==> src/rtl/core/suc_pkg.sv <==
// Package for the sorted unique code set: sizes, operation codes and transaction types.
`default_nettype none
package suc_pkg;

  localparam int Capacity = 16;
  localparam int HeldW    = $clog2(Capacity + 1);
  localparam int IdxW     = $clog2(Capacity);
  localparam int CodeW    = 32;
  localparam int IndexW   = 8;
  localparam int CountW   = 5;
  localparam int CmpW     = (HeldW > IndexW) ? HeldW : IndexW;

  typedef enum logic [1:0] {
    FnInsert = 2'd0,
    FnRemove = 2'd1,
    FnClear  = 2'd2,
    FnRead   = 2'd3
  } func_e;

  typedef struct packed {
    func_e              func;
    logic [CodeW-1:0]   code;
    logic [IndexW-1:0]  index;
  } suc_in_t;

  typedef struct packed {
    logic [CodeW-1:0]   read_code;
    logic [CountW-1:0]  count;
    logic               dropped;
  } suc_out_t;

endpackage
`default_nettype wire

==> src/rtl/core/suc_array.sv <==
// Register array of sorted codes with parallel compare, shift-insert and shift-remove.
`default_nettype none
module suc_array
  import suc_pkg::*;
(
  input  wire logic     clk_i,
  input  wire logic     rst_ni,
  input  wire logic     step_i,
  input  wire suc_in_t  item_i,
  output suc_out_t      result_o
);

  logic [CodeW-1:0] entries_q [Capacity];
  logic [CodeW-1:0] entries_d [Capacity];
  logic [HeldW-1:0] held_q, held_d;

  logic [Capacity-1:0] valid, lt, eq, ins_pos;
  logic                found, full, do_ins, do_rem;

  always_comb begin
    for (int i = 0; i < Capacity; i++) begin
      valid[i] = HeldW'(i) < held_q;
      lt[i]    = valid[i] && (entries_q[i] < item_i.code);
      eq[i]    = valid[i] && (entries_q[i] == item_i.code);
    end
    // lt is a prefix, so the insert slot is where it ends
    ins_pos[0] = !lt[0];
    for (int i = 1; i < Capacity; i++) begin
      ins_pos[i] = !lt[i] && lt[i-1];
    end
  end

  assign found  = |eq;
  assign full   = held_q == HeldW'(Capacity);
  assign do_ins = (item_i.func == FnInsert) && !found && !full;
  assign do_rem = (item_i.func == FnRemove) && found;

  always_comb begin
    for (int i = 0; i < Capacity; i++) begin
      entries_d[i] = entries_q[i];
      if (do_ins && !lt[i]) begin
        if (ins_pos[i]) begin
          entries_d[i] = item_i.code;
        end else if (i > 0) begin
          entries_d[i] = entries_q[(i > 0) ? i - 1 : 0];
        end
      end else if (do_rem && !lt[i] && (i < Capacity - 1)) begin
        entries_d[i] = entries_q[(i < Capacity - 1) ? i + 1 : i];
      end
    end

    held_d = held_q;
    unique case (item_i.func)
      FnInsert: if (do_ins) held_d = held_q + HeldW'(1);
      FnRemove: if (do_rem) held_d = held_q - HeldW'(1);
      FnClear:  held_d = '0;
      FnRead:   held_d = held_q;
      default:  held_d = held_q;
    endcase
  end

  always_comb begin
    result_o = '0;
    if ((item_i.func == FnRead) && (CmpW'(item_i.index) < CmpW'(held_q))) begin
      result_o.read_code = entries_q[item_i.index[IdxW-1:0]];
    end
    result_o.count   = CountW'(held_d);
    result_o.dropped = (item_i.func == FnInsert) && !found && full;
  end

  always_ff @(posedge clk_i or negedge rst_ni) begin
    if (!rst_ni) begin
      held_q <= '0;
    end else if (step_i) begin
      held_q <= held_d;
    end
  end

  always_ff @(posedge clk_i) begin
    if (step_i && (do_ins || do_rem)) begin
      entries_q <= entries_d;
    end
  end

endmodule
`default_nettype wire

==> src/rtl/core/sorted_unique_code_set_top.sv <==
// Top level of the sorted unique code set: input register, code array and result register.
//
// Usage: send one transaction per operation on the input channel (in_valid_i /
// in_ready_o / in_data_i): insert a code, remove a code, clear the set, or read
// the entry at an ascending index. Each transaction returns exactly one result
// on the output channel (out_valid_o / out_ready_i / out_data_o) with the read
// value (0 unless a read hits a held entry), the count after the operation and
// the dropped flag for an insert of a new code into a full set.
// An accepted transaction sits in the input register while the array compare
// and shift runs, and the result register loads when the transaction advances.
// Throughput is one transaction per cycle while the receiver does not stall.
// Reset empties the set and clears the valid flags of both pipeline registers.
// When the receiver stalls, the result register holds and the input register
// fills; in_ready_o drops only when both are occupied.
`default_nettype none
module sorted_unique_code_set_top
  import suc_pkg::*;
(
  input  wire logic    clk_i,
  input  wire logic    rst_ni,
  input  wire logic    in_valid_i,
  output logic         in_ready_o,
  input  wire suc_in_t in_data_i,
  output logic         out_valid_o,
  input  wire logic    out_ready_i,
  output suc_out_t     out_data_o
);

  logic     in_valid_q;
  suc_in_t  in_q;
  logic     out_valid_q;
  suc_out_t out_q;
  suc_out_t result;
  logic     advance;

  // advance the held transaction when the result slot is free or being taken
  assign advance    = in_valid_q && (!out_valid_q || out_ready_i);
  assign in_ready_o = !in_valid_q || advance;

  suc_array u_array (
    .clk_i    (clk_i),
    .rst_ni   (rst_ni),
    .step_i   (advance),
    .item_i   (in_q),
    .result_o (result)
  );

  always_ff @(posedge clk_i or negedge rst_ni) begin
    if (!rst_ni) begin
      in_valid_q  <= 1'b0;
      out_valid_q <= 1'b0;
    end else begin
      if (in_ready_o) begin
        in_valid_q <= in_valid_i;
      end
      if (advance) begin
        out_valid_q <= 1'b1;
      end else if (out_ready_i) begin
        out_valid_q <= 1'b0;
      end
    end
  end

  always_ff @(posedge clk_i) begin
    if (in_valid_i && in_ready_o) begin
      in_q <= in_data_i;
    end
    if (advance) begin
      out_q <= result;
    end
  end

  assign out_valid_o = out_valid_q;
  assign out_data_o  = out_q;

endmodule
`default_nettype wire

==> config.mk <==
export PLATFORM = sky130hd
export DESIGN_NAME = sorted_unique_code_set_top
export DESIGN_NICKNAME = d
export VERILOG_FILES = /design/src/rtl/core/suc_pkg.sv /design/src/rtl/core/suc_array.sv /design/src/rtl/core/sorted_unique_code_set_top.sv
export SDC_FILE = /design/constraint.sdc
export NUM_CORES = 2
export LEC_CHECK = 0
export BUFFER_PORTS_ARGS = -buffer_cell sky130_fd_sc_hd__buf_2
export CORE_ASPECT_RATIO = 2
export CORE_MARGIN = 4
export CORE_UTILIZATION = 33
export CTS_CLUSTER_DIAMETER = 60
export DETAILED_ROUTE_END_ITERATION = 7
export MAX_ROUTING_LAYER = met4
export PLACE_DENSITY_LB_ADDON = 0.08
export SKIP_CTS_REPAIR_TIMING = 1
export SYNTH_ARGS = -nofsm -noshare
export SYNTH_HDL_FRONTEND = slang
export SYNTH_SLANG_ARGS = --single-unit
==> constraint.sdc <==
create_clock -name clk_i -period 5.9 [get_ports clk_i]
set_input_delay 0.59 -clock clk_i [delete_from_list [all_inputs] [get_ports clk_i]]
set_output_delay 0.59 -clock clk_i [all_outputs]
set_load 0.01 [all_outputs]
==> Yosys cells after proc, flatten, opt, wreduce, memory -nomap -nowiden <==
Cells that the tools add are included.
{ "totals": {"word_cells": 280, "out_inout_bits": 40, "register_bits": 599} }
{ "classes": {"n_reduce_logical": 143, "add_sub_neg": 2, "muxes": 54, "bitwise_logic": 1, "n_eq_ne": 21, "n_lt_le_gt_ge": 34} }
{ "ops": {"columns": ["op", "n"], "rows": [
  ["$mux W32", 48],
  ["$eq A32 B32 Y1", 16],
  ["$lt A32 B32 Y1", 16],
  ["$bmux W32 S4", 1],
  ["$logic_and A1 B1 Y1", 86],
  ["$lt A4 B5 Y1 const A", 8],
  ["$reduce_bool A2 Y1", 16],
  ["$reduce_and A2 Y1", 15],
  ["$logic_not A1 Y1", 20],
  ["$lt A3 B5 Y1 const A", 4],
  ["$pmux W5 S4", 1],
  ["$reduce_or A16 Y1", 1],
  ["$lt A1 B5 Y1 const A", 2],
  ["$lt A2 B5 Y1 const A", 2],
  ["$mux W5", 2],
  ["$lt A8 B5 Y1", 1],
  ["$add A5 B1 Y5 const B", 1],
  ["$eq A5 B5 Y1 const B", 1],
  ["$ge A5 B5 Y1 const B", 1],
  ["$not A4 Y5", 1],
  ["$sub A5 B1 Y5 const B", 1],
  ["$eq A2 B2 Y1 const B", 2],
  ["$logic_or A1 B1 Y1", 3],
  ["$reduce_and A3 Y1", 1],
  ["other kinds (4)", 5]
]} }

==> Longest topological paths before layout <==
{ "logic_depth": {"word_depth": 9, "mapped_depth": 14} }

==> Hierarchy <==
A second synthesis with hierarchy kept.
{ "unflattened": {"cells_unflattened": 3967, "area_unflattened_um2": 44368.8} }
{ "modules_own_cells": {"columns": ["module", "area_each_um2", "seq_area_each_um2", "cells_per_inst", "n_inst"], "rows": [
  ["suc_array", 41862.6, 15499.9, 3879, 1],
  ["sorted_unique_code_set_top", 2506.2, 2452.4, 88, 1]
]} }

==> Least setup slack after synthesis <==
Ideal clock, no wire load.
{ "synth_timing": {"path_kind": "reg2reg", "startpoint": "register in_q[29] (netlist bit)", "endpoint": "register u_array.entries_q[0] (netlist bit), enable pin", "arrival_time_ns": 4.842, "path_slack_ns": 0.597, "setup_time_ns": 0.461, "required_time_ns": 5.439, "path_stages_with_launch": 12, "cell_sequence": "edfxtp_1 inv_1 ha_1 and4_1 nor4bb_1 nand3_1 o2111ai_1 nor4_2 buf_4 nand2_4 clkbuf_1 nor3_1"} }
{ "synth_via": {"elab_chain_cells": 9, "word_cells_on_any_way": 44, "cone_classes": "order compare: 1; eq/ne: 16; reduce/logical: 27"} }
{ "synth_lines": {"columns": ["element", "line_no", "source"], "rows": [
  ["start: declaration", "sorted_unique_code_set_top.sv:30", "suc_in_t in_q;"],
  ["start signal: assignment", "sorted_unique_code_set_top.sv:66", "in_q <= in_data_i;"],
  ["parallel branches: the longest is 8 deep, another holds $lt A32 B32 Y1", null, null],
  ["$reduce_and A2 Y1 (no source line) *", null, null],
  ["end signal: assignment", "suc_array.sv:81", "entries_q <= entries_d;"],
  ["end: declaration", "suc_array.sv:13", "logic [CodeW-1:0] entries_q [Capacity];"]
]} }
Mark *: on every way between the ends.
A chain may end at the register's enable or synchronous reset.

==> Worst setup path after layout <==
{ "layout_timing": {"startpoint": "register in_q[36] (netlist bit)", "endpoint": "register u_array.entries_q[457] (netlist bit), enable pin"} }
{ "layout_via": {"elab_chain_cells": 9, "word_cells_on_any_way": 46, "cone_classes": "order compare: 1; eq/ne: 16; reduce/logical: 29"} }
{ "layout_lines": {"columns": ["element"], "rows": [
  ["parallel branches: the longest is 8 deep, another holds $lt A32 B32 Y1"],
  ["$reduce_and A2 Y1 (no source line) *"]
]} }
Marked as above.

==> results_dict.tcl <==
set metrics [dict create \
    reg2reg_depth 13 \
    min_path_cells 1 \
    syn_area_per_cell_um2 11.4 \
    die_y_um 529 \
    p_leak_uw 0.0200 \
    cts_buffer_depth 3 \
    place_ws_ns 0.0932 \
    final_max_slew_viol_count 0 \
    yosysTopAreaCellShare_pct 39.7 \
    wl_um 223000 \
    multi_input_area_mm2 0.0258 \
    finalSetupViolCount 0 \
    ys.flop_type "edfxtp_1" \
    grt_pass1_vias 36989 \
    fin_skew_ns 0.0368 \
    track_usage_pct 31.8 \
    max_cap_violations 0 \
    ir_worst_vdd_mv 0.162 \
    grt_antenna_before_repair 16 \
    synth_edf_count 592 \
    start_kind "flip-flop" \
    syn-cell-area_mm2 0.0448 \
    cts_tree "yes" \
    period_share_pct 98.3 \
    fillers 13130 \
    crit_path_max_fanout 21 \
    synth_cell_types 77 \
    post_drt_wl_per_cell_um 38.2 \
    cp.arrival_ns 6.11 \
    yosys_warnings 0 \
    status "completed" \
    slew_headroom_pct 6.18 \
    grt_overflow 0 \
    nets 4621 \
    cts_inserted_buffers 70 \
    synthTopCellsByArea "edfxtp_1 40%, ha_1 15%, mux4_2 8.1%" \
    initial_core_util_pct 33.3 \
    synth-seq-cells 599 \
    yosysSeqAreaShare_pct 40.1 \
    die-area_mm2 0.142 \
    cts_max_level 3 \
    min_period_ns 5.80 \
    tightest_slew_ns 1.37 \
    routabilityCongestion 0.999 \
    seq_area_mm2 0.0180 \
    synth-async-reset-ratio_pct 1.17 \
    antenna_left 0 \
    die_x_um 268 \
    hold_viol_final 0 \
    final_cells 5851 \
    portBuffers 85 \
    grt_setup_unrepaired "no" \
    holdCritPathClass "input port to flip-flop" \
    hpwlAfterDp_um 172000 \
    path_clk_slew_ns 0.06 \
    drtIter0Drc 3121 \
    fp-row-count 190 \
    drive_above_1_share_pct 21.0 \
    insertion_delay_ns 0.70 \
    place_inst 5708 \
    via_count 36388 \
    synthTopCellsByCount "592 x edfxtp_1, 520 x ha_1, 397 x o21ai_0, 344 x nand2_1, 332 x mux2i_1" \
    vias_per_cell 6.22 \
    coreArea_mm2 0.134 \
    end_kind "flip-flop" \
    critical_path_class "flip-flop to flip-flop" \
    ios 86 \
    final.setup.worst_slack_ns 0.100 \
    grt_pass1_wl_um 302000 \
    syn_to_final_growth_pct 13.5 \
    fin_area_mm2 0.0508 \
    max_freq_mhz 172 \
    dr.pass1.iters 6 \
    critPathRequiredTime_ns 6.21 \
    drc_errors 0 \
    yosysMostFrequentCell "edfxtp_1" \
    placed_area_mm2 0.0485 \
    syn_nets 4490 \
    cts.sinks 599 \
    synth_top_cell_by_area "edfxtp_1" \
    synth_cells 3924 \
    final_util_pct 37.8 \
    final.setup.tns_ns 0 \
    grt_max_degree 80 \
    cts_root_buffer "clkbuf_16" \
    pwr_density_cell_mw_per_mm2 244 \
]
[metrics by stage]
stage	hold WS, ns	total power, uW
after floorplan	0.294	6640
after global placement	0.456	7840
after detailed placement	0.451	7850
after CTS	-0.277	12500
after global routing	0.0757	12800
final	0.0806	12400
[cell families (layout without fill, tap and decap cells)]
| kind of cell | count (synthesis) | count (layout) | share of synthesized area (%) |
|---|---|---|---|
| adder cells (fa/ha/maj) | 520 | 520 | 14.5 |
| AND/OR/NAND/NOR | 817 | 817 | 8.80 |
| other | 0 | 13 | 0 |
| XOR/XNOR | 2 | 2 | 0.0392 |
| AO/OA/AOI/OAI | 921 | 921 | 11.8 |
| flip-flops | 599 | 599 | 40.1 |
| multiplexers | 743 | 743 | 21.8 |
| buffers and inverters | 322 | 508 | 2.91 |
[power breakdown]
group	internal (uW)	switching [uW]
Clock	2540	2050
Combinational	1010	1770
Sequential	4840	165
Total	8390	3990
[critical path: stages (launching register included)]
cell       delay, ns
edfxtp_1        0.38
inv_1           0.51
buf_4           0.27
ha_1            0.16
nand4_1         0.36
nor4bb_1        1.22
nand3_1         0.53
o2111ai_1       0.47
nor4_4          0.12
mux2i_1         0.13
or3_1           0.31
buf_4           0.28
nor2_4          0.14
buf_4           0.42
[registers in the layout (all words and copies together), names as in the netlist]
name	flops
out_valid_o	1
in_q	42
u_array.entries_q	512
in_valid_q	1
out_data_o	38
u_array.held_q	5
[final timing paths]
check | endpoint | slack (ns) | startpoint
hold / removal | in_q[32] | 0.08 | in_data_i[32]
max in group asynchronous | u_array.held_q[4] | 5.42 | rst_ni
setup reg to reg | u_array.entries_q[457] | 0.1 | in_q[36]
min in group asynchronous | u_array.held_q[2] | 0.30 | rst_ni
setup / recovery | u_array.entries_q[457] | 0.1 | in_q[36]
hold reg to reg | out_valid_o | 0.50 | in_valid_q
[layout by cell type (no fill, tap or decap), types with 8 or more instances in the layout]
cell type    n
clkbuf_1    16
mux2i_1    332
clkbuf_16   73
o211ai_1    22
a211oi_1    36
buf_12      21
o21a_1      17
buf_2       85
inv_1       77
nor2b_1     49
nand4_1    118
nor2_1      76
clkinv_1    10
mux4_2     160
nor4_1      15
diode_2     13
nand2b_1    12
a31oi_1     38
o21ai_0    396
a21o_1      33
nand2_1    343
nand3_1     53
a2111oi_0    8
clkinv_2    14
a21oi_1    271
buf_4      194
edfxtp_1   592
nor2_4      17
mux2_2     244
ha_1       520
and3_1       9
nor3_1      70
a211o_1     11
o311ai_0    12
[metal layers]
layer / GRT usage [%] / routed length (um) / share of wire, %
met5: - / 0 / 0
met4: 27.4 / 24800 / 11
met3: 4.21 / 9530 / 4.3
met2: 58.5 / 120000 / 54
met1: 28.0 / 68800 / 31
[area by class of cell]
type | count | area share (%)
well taps | 1728 | 4.26
multi-input cells | 3003 | 50.8
clock buffers | 89 | 3.71
repair buffers | 303 | 4.59
flip-flops and latches | 599 | 35.3
clock inverters | 38 | 0.699
inverters | 78 | 0.576
diodes | 13 | 0.0640
Note: power is estimated with default switching activity, not from simulation.
